File: src/sv/mht_pkg.sv
// Shared types and constants for the missing-HT accumulator.
// Holds the queue entry and status types, register codes and CORDIC tables.
// No dependencies.
package mht_pkg;

	// Configuration port geometry and register codes.
	localparam int CFG_IDX_W  = 2;
	localparam int CFG_DATA_W = 16;
	localparam logic [CFG_IDX_W-1:0] REG_MIN_JET_PT  = 2'd0;
	localparam logic [CFG_IDX_W-1:0] REG_MAX_JET_ETA = 2'd1;

	// Register reset values.
	localparam logic [15:0] MIN_JET_PT_RST  = 16'd120;
	localparam logic [8:0]  MAX_JET_ETA_RST = 9'd240;

	// Result field widths and saturation limits.
	localparam int OUT_W = 24;
	localparam logic signed [OUT_W-1:0] OUT_MAX = 24'sh7FFFFF;
	localparam logic signed [OUT_W-1:0] OUT_MIN = 24'sh800000;

	// Queue between the accumulator and the CORDIC unit.
	localparam int QUEUE_DEPTH = 4;
	localparam int QUEUE_AW    = 2;

	// CORDIC datapath: 24-bit inputs scaled by 2^16 plus growth headroom.
	localparam int CORDIC_W   = 43;
	localparam int ANGLE_W    = 34;
	localparam int ATAN_N     = 24;
	localparam int ATAN_IDX_W = 5;
	localparam int MAG_IN_W   = CORDIC_W - 9;
	localparam int PROD_W     = 64;
	localparam logic [29:0] MAG_GAIN = 30'd652032874;
	localparam logic signed [ANGLE_W-1:0] QUARTER_TURN = 34'sd1073741824;

	// atan(2^-i) with pi = 2^31.
	localparam logic [31:0] ATAN_TAB [ATAN_N] = '{
		32'd536870912, 32'd316933406, 32'd167458907, 32'd85004756,
		32'd42667331,  32'd21354465,  32'd10679838,  32'd5340245,
		32'd2670163,   32'd1335087,   32'd667544,    32'd333772,
		32'd166886,    32'd83443,     32'd41722,     32'd20861,
		32'd10430,     32'd5215,      32'd2608,      32'd1304,
		32'd652,       32'd326,       32'd163,       32'd81
	};

	// One closed event waiting for the CORDIC unit.
	typedef struct packed {
		logic signed [OUT_W-1:0] ox;
		logic signed [OUT_W-1:0] oy;
	} vec_t;

	// Queue status seen by both sides.
	typedef struct packed {
		logic full;
		logic empty;
	} q_stat_t;

endpackage

File: src/sv/mht_intf.sv
// Channel interfaces: jet items in, missing-HT result items out.
// Depends on mht_pkg for field widths.
interface jet_if;
	import mht_pkg::*;
	logic               valid;
	logic               ready;
	logic signed [16:0] jet_px;
	logic signed [16:0] jet_py;
	logic        [15:0] jet_pt;
	logic signed [9:0]  jet_eta;
	logic               jet_valid;
	logic               last_jet;

	modport source (output valid, jet_px, jet_py, jet_pt, jet_eta, jet_valid, last_jet,
		input ready);
	modport sink (input valid, jet_px, jet_py, jet_pt, jet_eta, jet_valid, last_jet,
		output ready);
endinterface

interface mht_if;
	import mht_pkg::*;
	logic                    valid;
	logic                    ready;
	logic signed [OUT_W-1:0] mht_px;
	logic signed [OUT_W-1:0] mht_py;
	logic        [OUT_W-1:0] mht_magnitude;
	logic signed [15:0]      mht_angle;

	modport source (output valid, mht_px, mht_py, mht_magnitude, mht_angle, input ready);
	modport sink (input valid, mht_px, mht_py, mht_magnitude, mht_angle, output ready);
endinterface

File: src/sv/mht_front.sv
// Front end: jet selection, saturating px/py accumulation and event close.
// Holds the two threshold registers. Depends on mht_pkg and jet_if.
module mht_front #(
	parameter int ACC_WIDTH = 24
) (
	input  logic                            clk,
	input  logic                            arst_n,
	jet_if.sink                             jet,
	input  logic                            cfg_we,
	input  logic [mht_pkg::CFG_IDX_W-1:0]   cfg_index,
	input  logic [mht_pkg::CFG_DATA_W-1:0]  cfg_data,
	input  mht_pkg::q_stat_t                q_stat,
	output logic                            push,
	output mht_pkg::vec_t                   push_data
);
	import mht_pkg::*;

	localparam int SAT_W = (ACC_WIDTH > OUT_W) ? ACC_WIDTH : OUT_W;
	localparam logic signed [ACC_WIDTH-1:0] ACC_MAX = {1'b0, {(ACC_WIDTH-1){1'b1}}};
	localparam logic signed [ACC_WIDTH-1:0] ACC_MIN = {1'b1, {(ACC_WIDTH-1){1'b0}}};

	logic [15:0]                   min_jet_pt_q;
	logic [8:0]                    max_jet_eta_q;
	logic signed [ACC_WIDTH-1:0]   sum_x_q;
	logic signed [ACC_WIDTH-1:0]   sum_y_q;
	logic [9:0]                    abs_eta;
	logic                          selected;
	logic                          accept;
	logic signed [ACC_WIDTH:0]     diff_x;
	logic signed [ACC_WIDTH:0]     diff_y;
	logic signed [ACC_WIDTH-1:0]   new_x;
	logic signed [ACC_WIDTH-1:0]   new_y;
	logic signed [SAT_W-1:0]       wide_x;
	logic signed [SAT_W-1:0]       wide_y;

	// Configuration registers; unknown indexes are dropped.
	always_ff @(posedge clk or negedge arst_n) begin
		if (!arst_n) begin
			min_jet_pt_q  <= MIN_JET_PT_RST;
			max_jet_eta_q <= MAX_JET_ETA_RST;
		end else if (cfg_we) begin
			case (cfg_index)
				REG_MIN_JET_PT:  min_jet_pt_q  <= cfg_data[15:0];
				REG_MAX_JET_ETA: max_jet_eta_q <= cfg_data[8:0];
				default: ;
			endcase
		end
	end

	// The queue only fills on event close; holding off every item keeps it simple.
	assign jet.ready = !q_stat.full;
	assign accept    = jet.valid && jet.ready;

	// Jet selection: pt strictly above threshold, |eta| strictly below limit.
	assign abs_eta  = jet.jet_eta[9] ? 10'(-jet.jet_eta) : 10'(jet.jet_eta);
	assign selected = jet.jet_valid && (jet.jet_pt > min_jet_pt_q)
		&& (abs_eta < {1'b0, max_jet_eta_q});

	// Subtract the jet with one guard bit, then clamp to the accumulator range.
	assign diff_x = {sum_x_q[ACC_WIDTH-1], sum_x_q} - (ACC_WIDTH+1)'(jet.jet_px);
	assign diff_y = {sum_y_q[ACC_WIDTH-1], sum_y_q} - (ACC_WIDTH+1)'(jet.jet_py);

	always_comb begin
		new_x = sum_x_q;
		new_y = sum_y_q;
		if (selected) begin
			if (diff_x[ACC_WIDTH] != diff_x[ACC_WIDTH-1]) begin
				new_x = diff_x[ACC_WIDTH] ? ACC_MIN : ACC_MAX;
			end else begin
				new_x = diff_x[ACC_WIDTH-1:0];
			end
			if (diff_y[ACC_WIDTH] != diff_y[ACC_WIDTH-1]) begin
				new_y = diff_y[ACC_WIDTH] ? ACC_MIN : ACC_MAX;
			end else begin
				new_y = diff_y[ACC_WIDTH-1:0];
			end
		end
	end

	// Clamp the event sums to the 24-bit result range.
	assign wide_x = SAT_W'(new_x);
	assign wide_y = SAT_W'(new_y);

	always_comb begin
		if (wide_x > SAT_W'(OUT_MAX)) begin
			push_data.ox = OUT_MAX;
		end else if (wide_x < SAT_W'(OUT_MIN)) begin
			push_data.ox = OUT_MIN;
		end else begin
			push_data.ox = wide_x[OUT_W-1:0];
		end
		if (wide_y > SAT_W'(OUT_MAX)) begin
			push_data.oy = OUT_MAX;
		end else if (wide_y < SAT_W'(OUT_MIN)) begin
			push_data.oy = OUT_MIN;
		end else begin
			push_data.oy = wide_y[OUT_W-1:0];
		end
	end

	assign push = accept && jet.last_jet;

	// Running sums, cleared when an event closes.
	always_ff @(posedge clk or negedge arst_n) begin
		if (!arst_n) begin
			sum_x_q <= '0;
			sum_y_q <= '0;
		end else if (accept) begin
			if (jet.last_jet) begin
				sum_x_q <= '0;
				sum_y_q <= '0;
			end else begin
				sum_x_q <= new_x;
				sum_y_q <= new_y;
			end
		end
	end

endmodule

File: src/sv/mht_queue.sv
// Small event queue between the accumulator and the CORDIC unit.
// Holds closed-event sums. Depends on mht_pkg.
module mht_queue (
	input  logic             clk,
	input  logic             arst_n,
	input  logic             push,
	input  mht_pkg::vec_t    push_data,
	input  logic             pop,
	output mht_pkg::vec_t    head,
	output mht_pkg::q_stat_t q_stat
);
	import mht_pkg::*;

	vec_t                mem_q [QUEUE_DEPTH];
	logic [QUEUE_AW-1:0] wr_ptr_q;
	logic [QUEUE_AW-1:0] rd_ptr_q;
	logic [QUEUE_AW:0]   count_q;

	assign q_stat.full  = (count_q == (QUEUE_AW+1)'(QUEUE_DEPTH));
	assign q_stat.empty = (count_q == '0);
	assign head         = mem_q[rd_ptr_q];

	// Entry storage.
	always_ff @(posedge clk) begin
		if (push) begin
			mem_q[wr_ptr_q] <= push_data;
		end
	end

	// Pointers and fill count.
	always_ff @(posedge clk or negedge arst_n) begin
		if (!arst_n) begin
			wr_ptr_q <= '0;
			rd_ptr_q <= '0;
			count_q  <= '0;
		end else begin
			if (push) begin
				wr_ptr_q <= wr_ptr_q + 1'b1;
			end
			if (pop) begin
				rd_ptr_q <= rd_ptr_q + 1'b1;
			end
			case ({push, pop})
				2'b10:   count_q <= count_q + 1'b1;
				2'b01:   count_q <= count_q - 1'b1;
				default: count_q <= count_q;
			endcase
		end
	end

endmodule

File: src/sv/mht_cordic.sv
// Back end: iterative vectoring CORDIC, gain correction and result register.
// Takes closed-event sums from the queue. Depends on mht_pkg and mht_if.
module mht_cordic #(
	parameter int CORDIC_ITERATIONS = 16
) (
	input  logic             clk,
	input  logic             arst_n,
	input  mht_pkg::vec_t    head,
	input  mht_pkg::q_stat_t q_stat,
	output logic             pop,
	mht_if.source            mht
);
	import mht_pkg::*;

	localparam int IW = $clog2(CORDIC_ITERATIONS);

	typedef enum logic [3:0] {
		ST_IDLE = 4'b0001,
		ST_ITER = 4'b0010,
		ST_MUL  = 4'b0100,
		ST_DONE = 4'b1000
	} state_t;

	state_t                      state_q;
	logic [IW-1:0]               iter_q;
	logic signed [CORDIC_W-1:0]  x_q;
	logic signed [CORDIC_W-1:0]  y_q;
	logic signed [ANGLE_W-1:0]   z_q;
	logic signed [OUT_W-1:0]     ox_q;
	logic signed [OUT_W-1:0]     oy_q;
	logic                        zero_q;
	logic [PROD_W-1:0]           prod_q;
	logic                        out_vld_q;
	logic signed [OUT_W-1:0]     out_px_q;
	logic signed [OUT_W-1:0]     out_py_q;
	logic [OUT_W-1:0]            out_mag_q;
	logic signed [15:0]          out_ang_q;

	logic signed [CORDIC_W-1:0]  x0;
	logic signed [CORDIC_W-1:0]  y0;
	logic signed [CORDIC_W-1:0]  x_init;
	logic signed [CORDIC_W-1:0]  y_init;
	logic signed [ANGLE_W-1:0]   z_init;
	logic signed [CORDIC_W-1:0]  dx;
	logic signed [CORDIC_W-1:0]  dy;
	logic signed [ANGLE_W-1:0]   step_ang;
	logic                        y_pos;
	logic [MAG_IN_W-1:0]         mag_in;
	logic [PROD_W-1:0]           prod_c;
	logic [PROD_W-1:0]           rounded;
	logic [OUT_W-1:0]            mag_c;
	logic signed [ANGLE_W-1:0]   ang_rnd;
	logic                        out_free;

	// Start a new event only when idle and one is waiting.
	assign pop = (state_q == ST_IDLE) && !q_stat.empty;

	// Scale by 2^16 and pre-rotate a left-half-plane vector by a quarter turn.
	assign x0 = {{(CORDIC_W-OUT_W-16){head.ox[OUT_W-1]}}, head.ox, 16'h0000};
	assign y0 = {{(CORDIC_W-OUT_W-16){head.oy[OUT_W-1]}}, head.oy, 16'h0000};

	always_comb begin
		x_init = x0;
		y_init = y0;
		z_init = '0;
		if (x0[CORDIC_W-1]) begin
			if (!y0[CORDIC_W-1]) begin
				x_init = y0;
				y_init = -x0;
				z_init = QUARTER_TURN;
			end else begin
				x_init = -y0;
				y_init = x0;
				z_init = -QUARTER_TURN;
			end
		end
	end

	// One micro-rotation per cycle through the shared shifters and adders.
	assign dx       = y_q >>> iter_q;
	assign dy       = x_q >>> iter_q;
	assign step_ang = ANGLE_W'(ATAN_TAB[ATAN_IDX_W'(iter_q)]);
	assign y_pos    = !y_q[CORDIC_W-1] && (y_q != '0);

	// Gain correction on x shifted down by eight; negative x counts as zero.
	assign mag_in = x_q[CORDIC_W-1] ? '0 : MAG_IN_W'(x_q[CORDIC_W-2:8]);
	assign prod_c = PROD_W'(mag_in) * PROD_W'(MAG_GAIN);

	// Round half up, saturate the magnitude; round the angle to pi = 2^15.
	assign rounded = prod_q + (PROD_W'(1) << 37);
	assign mag_c   = (rounded[PROD_W-1:38 + OUT_W] != '0) ? {OUT_W{1'b1}}
		: rounded[38 + OUT_W - 1:38];
	assign ang_rnd = z_q + ANGLE_W'(32768);

	assign out_free = !out_vld_q || mht.ready;

	// Sequencer.
	always_ff @(posedge clk or negedge arst_n) begin
		if (!arst_n) begin
			state_q <= ST_IDLE;
			iter_q  <= '0;
		end else begin
			case (state_q)
				ST_IDLE: begin
					if (pop) begin
						state_q <= ST_ITER;
						iter_q  <= '0;
					end
				end
				ST_ITER: begin
					if (iter_q == IW'(CORDIC_ITERATIONS - 1)) begin
						state_q <= ST_MUL;
					end
					iter_q <= iter_q + 1'b1;
				end
				ST_MUL: begin
					state_q <= ST_DONE;
				end
				ST_DONE: begin
					if (out_free) begin
						state_q <= ST_IDLE;
					end
				end
				default: begin
					state_q <= ST_IDLE;
				end
			endcase
		end
	end

	// CORDIC datapath registers.
	always_ff @(posedge clk) begin
		if (pop) begin
			x_q    <= x_init;
			y_q    <= y_init;
			z_q    <= z_init;
			ox_q   <= head.ox;
			oy_q   <= head.oy;
			zero_q <= (head.ox == '0) && (head.oy == '0);
		end else if (state_q == ST_ITER) begin
			if (y_pos) begin
				x_q <= x_q + dx;
				y_q <= y_q - dy;
				z_q <= z_q + step_ang;
			end else begin
				x_q <= x_q - dx;
				y_q <= y_q + dy;
				z_q <= z_q - step_ang;
			end
		end
		if (state_q == ST_MUL) begin
			prod_q <= prod_c;
		end
	end

	// Output register: the next event computes while a result waits.
	always_ff @(posedge clk or negedge arst_n) begin
		if (!arst_n) begin
			out_vld_q <= 1'b0;
		end else if ((state_q == ST_DONE) && out_free) begin
			out_vld_q <= 1'b1;
		end else if (mht.ready) begin
			out_vld_q <= 1'b0;
		end
	end

	always_ff @(posedge clk) begin
		if ((state_q == ST_DONE) && out_free) begin
			out_px_q  <= ox_q;
			out_py_q  <= oy_q;
			out_mag_q <= zero_q ? '0 : mag_c;
			out_ang_q <= zero_q ? '0 : ang_rnd[31:16];
		end
	end

	assign mht.valid         = out_vld_q;
	assign mht.mht_px        = out_px_q;
	assign mht.mht_py        = out_py_q;
	assign mht.mht_magnitude = out_mag_q;
	assign mht.mht_angle     = out_ang_q;

endmodule

File: src/sv/missing_ht_accumulator_unit.sv
// Missing-HT accumulator top level: front end, event queue and CORDIC back end.
// Depends on mht_pkg, jet_if, mht_if, mht_front, mht_queue and mht_cordic.
//
// Jets enter at one item per clock cycle. Each selected jet (pt above
// min_jet_pt, |eta| below max_jet_eta) is subtracted from saturating px/py
// sums; the item marked last_jet closes the event, and its sums go into a
// four-entry queue. A single iterative CORDIC unit drains the queue, one
// micro-rotation per cycle, taking each event through load, iterations,
// gain multiply and round in that order, and it loads the next event only
// once the last has left the round step. Jet input stalls only while four
// closed events wait in the queue.
// A finished result waits in an output register while the next event runs.
module missing_ht_accumulator_unit #(
	parameter int ACC_WIDTH         = 24,
	parameter int CORDIC_ITERATIONS = 16
) (
	input  logic                           clk,
	input  logic                           arst_n,
	jet_if.sink                            jet,
	mht_if.source                          mht,
	input  logic                           cfg_we,
	input  logic [mht_pkg::CFG_IDX_W-1:0]  cfg_index,
	input  logic [mht_pkg::CFG_DATA_W-1:0] cfg_data
);
	import mht_pkg::*;

	logic    push;
	logic    pop;
	vec_t    push_data;
	vec_t    head;
	q_stat_t q_stat;

	// Selection and accumulation.
	mht_front #(
		.ACC_WIDTH (ACC_WIDTH)
	) u_front (
		.clk       (clk),
		.arst_n    (arst_n),
		.jet       (jet),
		.cfg_we    (cfg_we),
		.cfg_index (cfg_index),
		.cfg_data  (cfg_data),
		.q_stat    (q_stat),
		.push      (push),
		.push_data (push_data)
	);

	// Closed events awaiting the CORDIC unit.
	mht_queue u_queue (
		.clk       (clk),
		.arst_n    (arst_n),
		.push      (push),
		.push_data (push_data),
		.pop       (pop),
		.head      (head),
		.q_stat    (q_stat)
	);

	// Magnitude and azimuth.
	mht_cordic #(
		.CORDIC_ITERATIONS (CORDIC_ITERATIONS)
	) u_cordic (
		.clk    (clk),
		.arst_n (arst_n),
		.head   (head),
		.q_stat (q_stat),
		.pop    (pop),
		.mht    (mht)
	);

endmodule

File: src/flat_wrapper.sv
// flat-port wrapper written by rule: the top's interface ports become plain ports
module missing_ht_accumulator_unit_flat import mht_pkg::*;
#(
	parameter int ACC_WIDTH         = 24,
	parameter int CORDIC_ITERATIONS = 16
)
  (clk, arst_n, cfg_we, cfg_index, cfg_data, jet_valid, jet_jet_px, jet_jet_py, jet_jet_pt, jet_jet_eta, jet_jet_valid, jet_last_jet, jet_ready, mht_valid, mht_mht_px, mht_mht_py, mht_mht_magnitude, mht_mht_angle, mht_ready);
  jet_if jet_i ();
  mht_if mht_i ();
  input  logic clk;
  input  logic arst_n;
  input  logic cfg_we;
  input  logic [mht_pkg::CFG_IDX_W-1:0] cfg_index;
  input  logic [mht_pkg::CFG_DATA_W-1:0] cfg_data;
  input wire logic [$bits(jet_i.valid)-1:0] jet_valid;
  input wire logic [$bits(jet_i.jet_px)-1:0] jet_jet_px;
  input wire logic [$bits(jet_i.jet_py)-1:0] jet_jet_py;
  input wire logic [$bits(jet_i.jet_pt)-1:0] jet_jet_pt;
  input wire logic [$bits(jet_i.jet_eta)-1:0] jet_jet_eta;
  input wire logic [$bits(jet_i.jet_valid)-1:0] jet_jet_valid;
  input wire logic [$bits(jet_i.last_jet)-1:0] jet_last_jet;
  output wire logic [$bits(jet_i.ready)-1:0] jet_ready;
  output wire logic [$bits(mht_i.valid)-1:0] mht_valid;
  output wire logic [$bits(mht_i.mht_px)-1:0] mht_mht_px;
  output wire logic [$bits(mht_i.mht_py)-1:0] mht_mht_py;
  output wire logic [$bits(mht_i.mht_magnitude)-1:0] mht_mht_magnitude;
  output wire logic [$bits(mht_i.mht_angle)-1:0] mht_mht_angle;
  input wire logic [$bits(mht_i.ready)-1:0] mht_ready;
  assign jet_i.valid = jet_valid;
  assign jet_i.jet_px = jet_jet_px;
  assign jet_i.jet_py = jet_jet_py;
  assign jet_i.jet_pt = jet_jet_pt;
  assign jet_i.jet_eta = jet_jet_eta;
  assign jet_i.jet_valid = jet_jet_valid;
  assign jet_i.last_jet = jet_last_jet;
  assign jet_ready = jet_i.ready;
  assign mht_valid = mht_i.valid;
  assign mht_mht_px = mht_i.mht_px;
  assign mht_mht_py = mht_i.mht_py;
  assign mht_mht_magnitude = mht_i.mht_magnitude;
  assign mht_mht_angle = mht_i.mht_angle;
  assign mht_i.ready = mht_ready;
  missing_ht_accumulator_unit #(.ACC_WIDTH(ACC_WIDTH), .CORDIC_ITERATIONS(CORDIC_ITERATIONS)) u_core (.clk(clk), .arst_n(arst_n), .jet(jet_i), .mht(mht_i), .cfg_we(cfg_we), .cfg_index(cfg_index), .cfg_data(cfg_data));
endmodule
File: config.mk
export PLATFORM = sky130hd
export DESIGN_NAME = missing_ht_accumulator_unit_flat
export DESIGN_NICKNAME = d
export VERILOG_FILES = /design/src/sv/mht_pkg.sv /design/src/sv/mht_intf.sv /design/src/sv/mht_front.sv /design/src/sv/mht_queue.sv /design/src/sv/mht_cordic.sv /design/src/sv/missing_ht_accumulator_unit.sv /design/src/flat_wrapper.sv
export SDC_FILE = /design/constraint.sdc
export NUM_CORES = 2
export LEC_CHECK = 0
export BUFFER_PORTS_ARGS = -buffer_cell sky130_fd_sc_hd__buf_2
export CORE_MARGIN = 5
export CORE_UTILIZATION = 38
export CTS_CLUSTER_SIZE = 8
export DETAILED_ROUTE_END_ITERATION = 8
export GPL_TIMING_DRIVEN = 0
export SETUP_SLACK_MARGIN = 0.4
export SLEW_MARGIN = 15
export SYNTH_ARGS = -nofsm -noshare
export SYNTH_HDL_FRONTEND = slang
export SYNTH_SLANG_ARGS = --single-unit
File: constraint.sdc
create_clock -name clk -period 8.98 [get_ports clk]
set_input_delay 1.796 -clock clk [delete_from_list [all_inputs] [get_ports clk]]
set_output_delay 1.796 -clock clk [all_outputs]
set_load 0.02 [all_outputs]
==> flow_summary.toml <==
[drt]
remaining_drc_errors = 0
via_per_inst = 5.513
via_count = 44160
routedWlPerCell_um = 23.55
postRouteAntennaNets = 0
first_pass_iters = 5
drt-initial-drc-count = 3636
wirelength_um = 188600

[timing]
slew_viol_final = 0
finalCriticalPeriod_ns = 8.297
tightest_slew_ns = 1.344
finalCritPeriodShare_pct = 92.40
setup_violations = 0
slew_headroom_pct = 10.39
fin_skew_ns = 0.05611
grt_setup_unrepaired = "yes"
fmax_ghz = 0.1205
hold_viol = 0
tns_ns = 0

[place]
gp_congestion = 1.005
port_buffers = 173
hpwl_um = 150300

[final_layout]
seq_area_um2 = 16470
n_fill_cell = 14610
finalNetCount = 7047
area_delta_synth_final_pct = 13.72
multiInputGateArea_um2 = 38010
final_layout_size_suffix_gt1_share_pct = 13.87

[global_route]
met3_usage_pct = 5.380
grt_pass1_wl_um = 281600
use_met2_pct = 36.34
antenna_found_initial = 12
busiest_layer = "met2"
grt_use_total_pct = 22.98
grt_overflow_total = 0
grt_max_degree = 63
grt_pass1_vias = 44570
use_met1_pct = 31.02

[worst_setup_path]
cp.required_ns = 9.52
start_kind = "flip-flop"
arrival_ns = 8.83
path_class = "flip-flop to flip-flop"
path_max_fanout = 8
cp-end-kind = "flip-flop"

[clock_tree]
cts-htree-levels = 3
cts_buffer_depth = 3
cts_root_buffer = "clkbuf_16"
clk_pin_slew_ns = 0.06
cts_made_buffers = 84
cts.sinks = 563
cts_tree = "done"
ctsHoldBuffers = 0
clk_latency_ns = 0.73

[run]
maxCapViolCount = 0

[die]
core.rowCount = 143
fp.dieW_um = 400.3
pin_count = 175
coreArea_um2 = 151700
die_h_um = 400.3
design.die.area_um2 = 160300
start_util_pct = 38.16

[yosys]
synthesis.nets = 6704
synth_enable_flop_cells = 474
synthArstFlopShare_pct = 15.81
synth.avg_cell_area_um2 = 10.40
netlist_instances = 5569
ys_warn_count = 0
seq_area_frac_synth_pct = 28.45
netlist-cell-type-count = 90
ys_ff_latch = 563
yosys_most_used_dff = "edfxtp_1"
syn_area_um2 = 57890

[outcome]
status = "completed"

[min_path]
hold_class = "flip-flop to flip-flop"
layout make-up:
| type | count | share of cell area [%] |
|---|---|---|
| repair buffers | 257 | 2.605 |
| flip-flops and latches | 563 | 25.02 |
| inverters | 892 | 5.226 |
| diodes | 4 | 0.01520 |
| clock buffers | 137 | 3.525 |
| multi-input cells | 3923 | 57.74 |
| clock inverters | 14 | 0.4599 |
| plain buffers | 191 | 1.555 |
| well taps | 2030 | 3.858 |
worst max-delay path, cell delays in order, from the launching register on:
cell	delay, ns
edfxtp_1	0.48
clkbuf_2	0.28
nor2b_1	0.19
clkbuf_2	0.27
ha_4	0.38
inv_1	0.06
fa_1	0.57
fa_1	0.47
fa_1	0.57
inv_1	0.07
fa_1	0.51
fa_1	0.54
fa_1	0.56
inv_1	0.07
fa_1	0.51
inv_1	0.09
ha_1	0.19
a21oi_1	0.08
o21a_1	0.20
o211a_4	0.17
a221oi_4	0.32
nor3b_4	0.33
a311oi_4	0.16
o211ai_1	0.25
a21o_1	0.23
a21oi_4	0.09
o21a_1	0.22
o311ai_2	0.27
stage by stage:
stage,worst slack [ns],utilization [%],hold WS [ns],cell area [um^2],cells
floorplan,0.5273,-,0.4003,57890,5569
global placement,-1.690,40.40,0.4041,61300,7772
detailed placement,-1.747,40.61,0.4045,61610,7784
CTS,0.4161,42.83,0.4034,64990,7977
global route,0.2639,43.39,0.4144,65830,8007
finish,0.6828,43.39,0.4169,65840,8011
cells in the mapped netlist, drive strengths merged (11+ instances only):
| cell type | instances | area (um^2) |
|---|---|---|
| inv | 891 | 3344 |
| ha | 565 | 7069 |
| fa | 485 | 9709 |
| edfxtp | 474 | 14230 |
| nand2 | 334 | 1254 |
| a21oi | 296 | 1481 |
| nor2 | 289 | 1087 |
| o21ai | 289 | 1446 |
| xnor2 | 208 | 1822 |
| xor2 | 161 | 1410 |
| mux4 | 142 | 3198 |
| clkbuf | 118 | 442.9 |
| a21o | 106 | 795.8 |
| dfrtp | 80 | 2002 |
| mux2 | 78 | 878.3 |
| mux2i | 76 | 764.5 |
| buf | 73 | 450.4 |
| nand3 | 71 | 355.3 |
| nor2b | 66 | 412.9 |
| nor3 | 62 | 310.3 |
| o211ai | 57 | 427.9 |
| and2 | 50 | 312.8 |
| and3 | 47 | 294.0 |
| nand2b | 42 | 262.8 |
| o21a | 42 | 315.3 |
| a31oi | 36 | 231.5 |
| nand4 | 35 | 219.0 |
| a22o | 33 | 289.0 |
| or3 | 31 | 193.9 |
| a211oi | 28 | 210.2 |
| a21boi | 28 | 210.2 |
| o31ai | 27 | 202.7 |
| nor4 | 24 | 171.4 |
| o21bai | 22 | 165.2 |
| and4 | 17 | 148.9 |
| o22ai | 11 | 68.82 |
| or2 | 11 | 68.82 |
sequential cells by signal, indices dropped and copies added, names as in the netlist:
register / count
u_core.u_queue.wr_ptr_q: 2
u_core.u_queue.rd_ptr_q: 2
u_core.u_cordic.iter_q: 4
u_core.u_front.sum_y_q: 24
u_core.u_cordic.mht.mht_px: 24
u_core.u_cordic.mht.mht_magnitude: 24
u_core.u_queue.mem_q: 192
u_core.u_cordic.z_q: 32
u_core.u_cordic.mht.mht_angle: 16
u_core.u_cordic.oy_q: 24
u_core.u_cordic.zero_q: 1
u_core.u_cordic.mht.mht_py: 24
u_core.u_cordic.ox_q: 24
u_core.u_front.max_jet_eta_q: 9
u_core.u_cordic.state_q: 4
u_core.u_front.sum_x_q: 24
u_core.u_queue.count_q: 3
u_core.u_cordic.y_q: 43
u_core.u_cordic.prod_q: 27
u_core.u_cordic.mht.valid: 1
u_core.u_cordic.x_q: 43
u_core.u_front.min_jet_pt_q: 16
cells in the final DEF, fill, tap and decap left out, types with 21 or more instances in the layout:
master,n
inv_1,863
ha_1,536
fa_1,476
edfxtp_1,474
nand2_1,312
a21oi_1,293
nor2_1,284
o21ai_0,281
buf_2,210
xnor2_1,208
xor2_1,161
clkbuf_1,145
mux4_2,142
a21o_1,105
clkbuf_16,86
dfrtp_1,80
mux2_2,78
mux2i_1,75
buf_4,71
nand3_1,71
nor2b_1,60
nor3_1,60
o211ai_1,57
and3_1,46
and2_1,43
nand2b_1,42
o21a_1,42
nand4_1,35
a31oi_1,34
a22o_1,33
or3_1,31
a21boi_0,27
a211oi_1,27
o31ai_1,27
nor4_1,21
o21bai_1,21
cells by family after synthesis:
logic type                 after synthesis  share of synthesized area, %
xor gates and xnor gates               369                         5.582
muxes                                  296                         8.362
adders and majority gates             1050                         28.98
DFF                                    563                         28.45
buffers and inverters                 1083                         7.326
and+or+nand+nor                       1111                         9.291
AOI/OAI and AO/OA                     1097                         12.01
metal layers:
metal  share of wire, %  vias to the layer above
li1                   -                    20100
met1                 42                    21990
met2                 45                     1684
met3                8.2                      391
met4                4.0                        8
met5              0.029                        -
worst paths after layout:
check,end,slack (ns),cells after the start,startpoint
max,u_core.u_cordic.prod_q[58]$_DFFE_PP_,0.68,27,u_core.u_cordic.x_q[17]$_DFFE_PP_
min,u_core.u_cordic.mht.mht_px[6]$_DFFE_PP_,0.42,0,u_core.u_cordic.ox_q[6]$_DFFE_PP_
max reg2reg,u_core.u_cordic.prod_q[58]$_DFFE_PP_,0.68,27,u_core.u_cordic.x_q[17]$_DFFE_PP_
min reg2reg,u_core.u_cordic.mht.mht_px[6]$_DFFE_PP_,0.42,0,u_core.u_cordic.ox_q[6]$_DFFE_PP_
max in group asynchronous,u_core.u_front.min_jet_pt_q[4]$_DFFE_PN1P_,7.23,2,arst_n
min in group asynchronous,u_core.u_front.sum_x_q[7]$_DFFE_PN0P_,0.99,1,arst_n
what timing repair did:
item	CTS	global route
buffers inserted	41	30
gates resized for setup	120	132
pin swaps	11	43
setup endpoints to repair	32	33
cloned	1	0
Power is left out: the tool's default activity adds up to more than one toggle a clock period on the data nets, which glitch-free logic cannot reach.
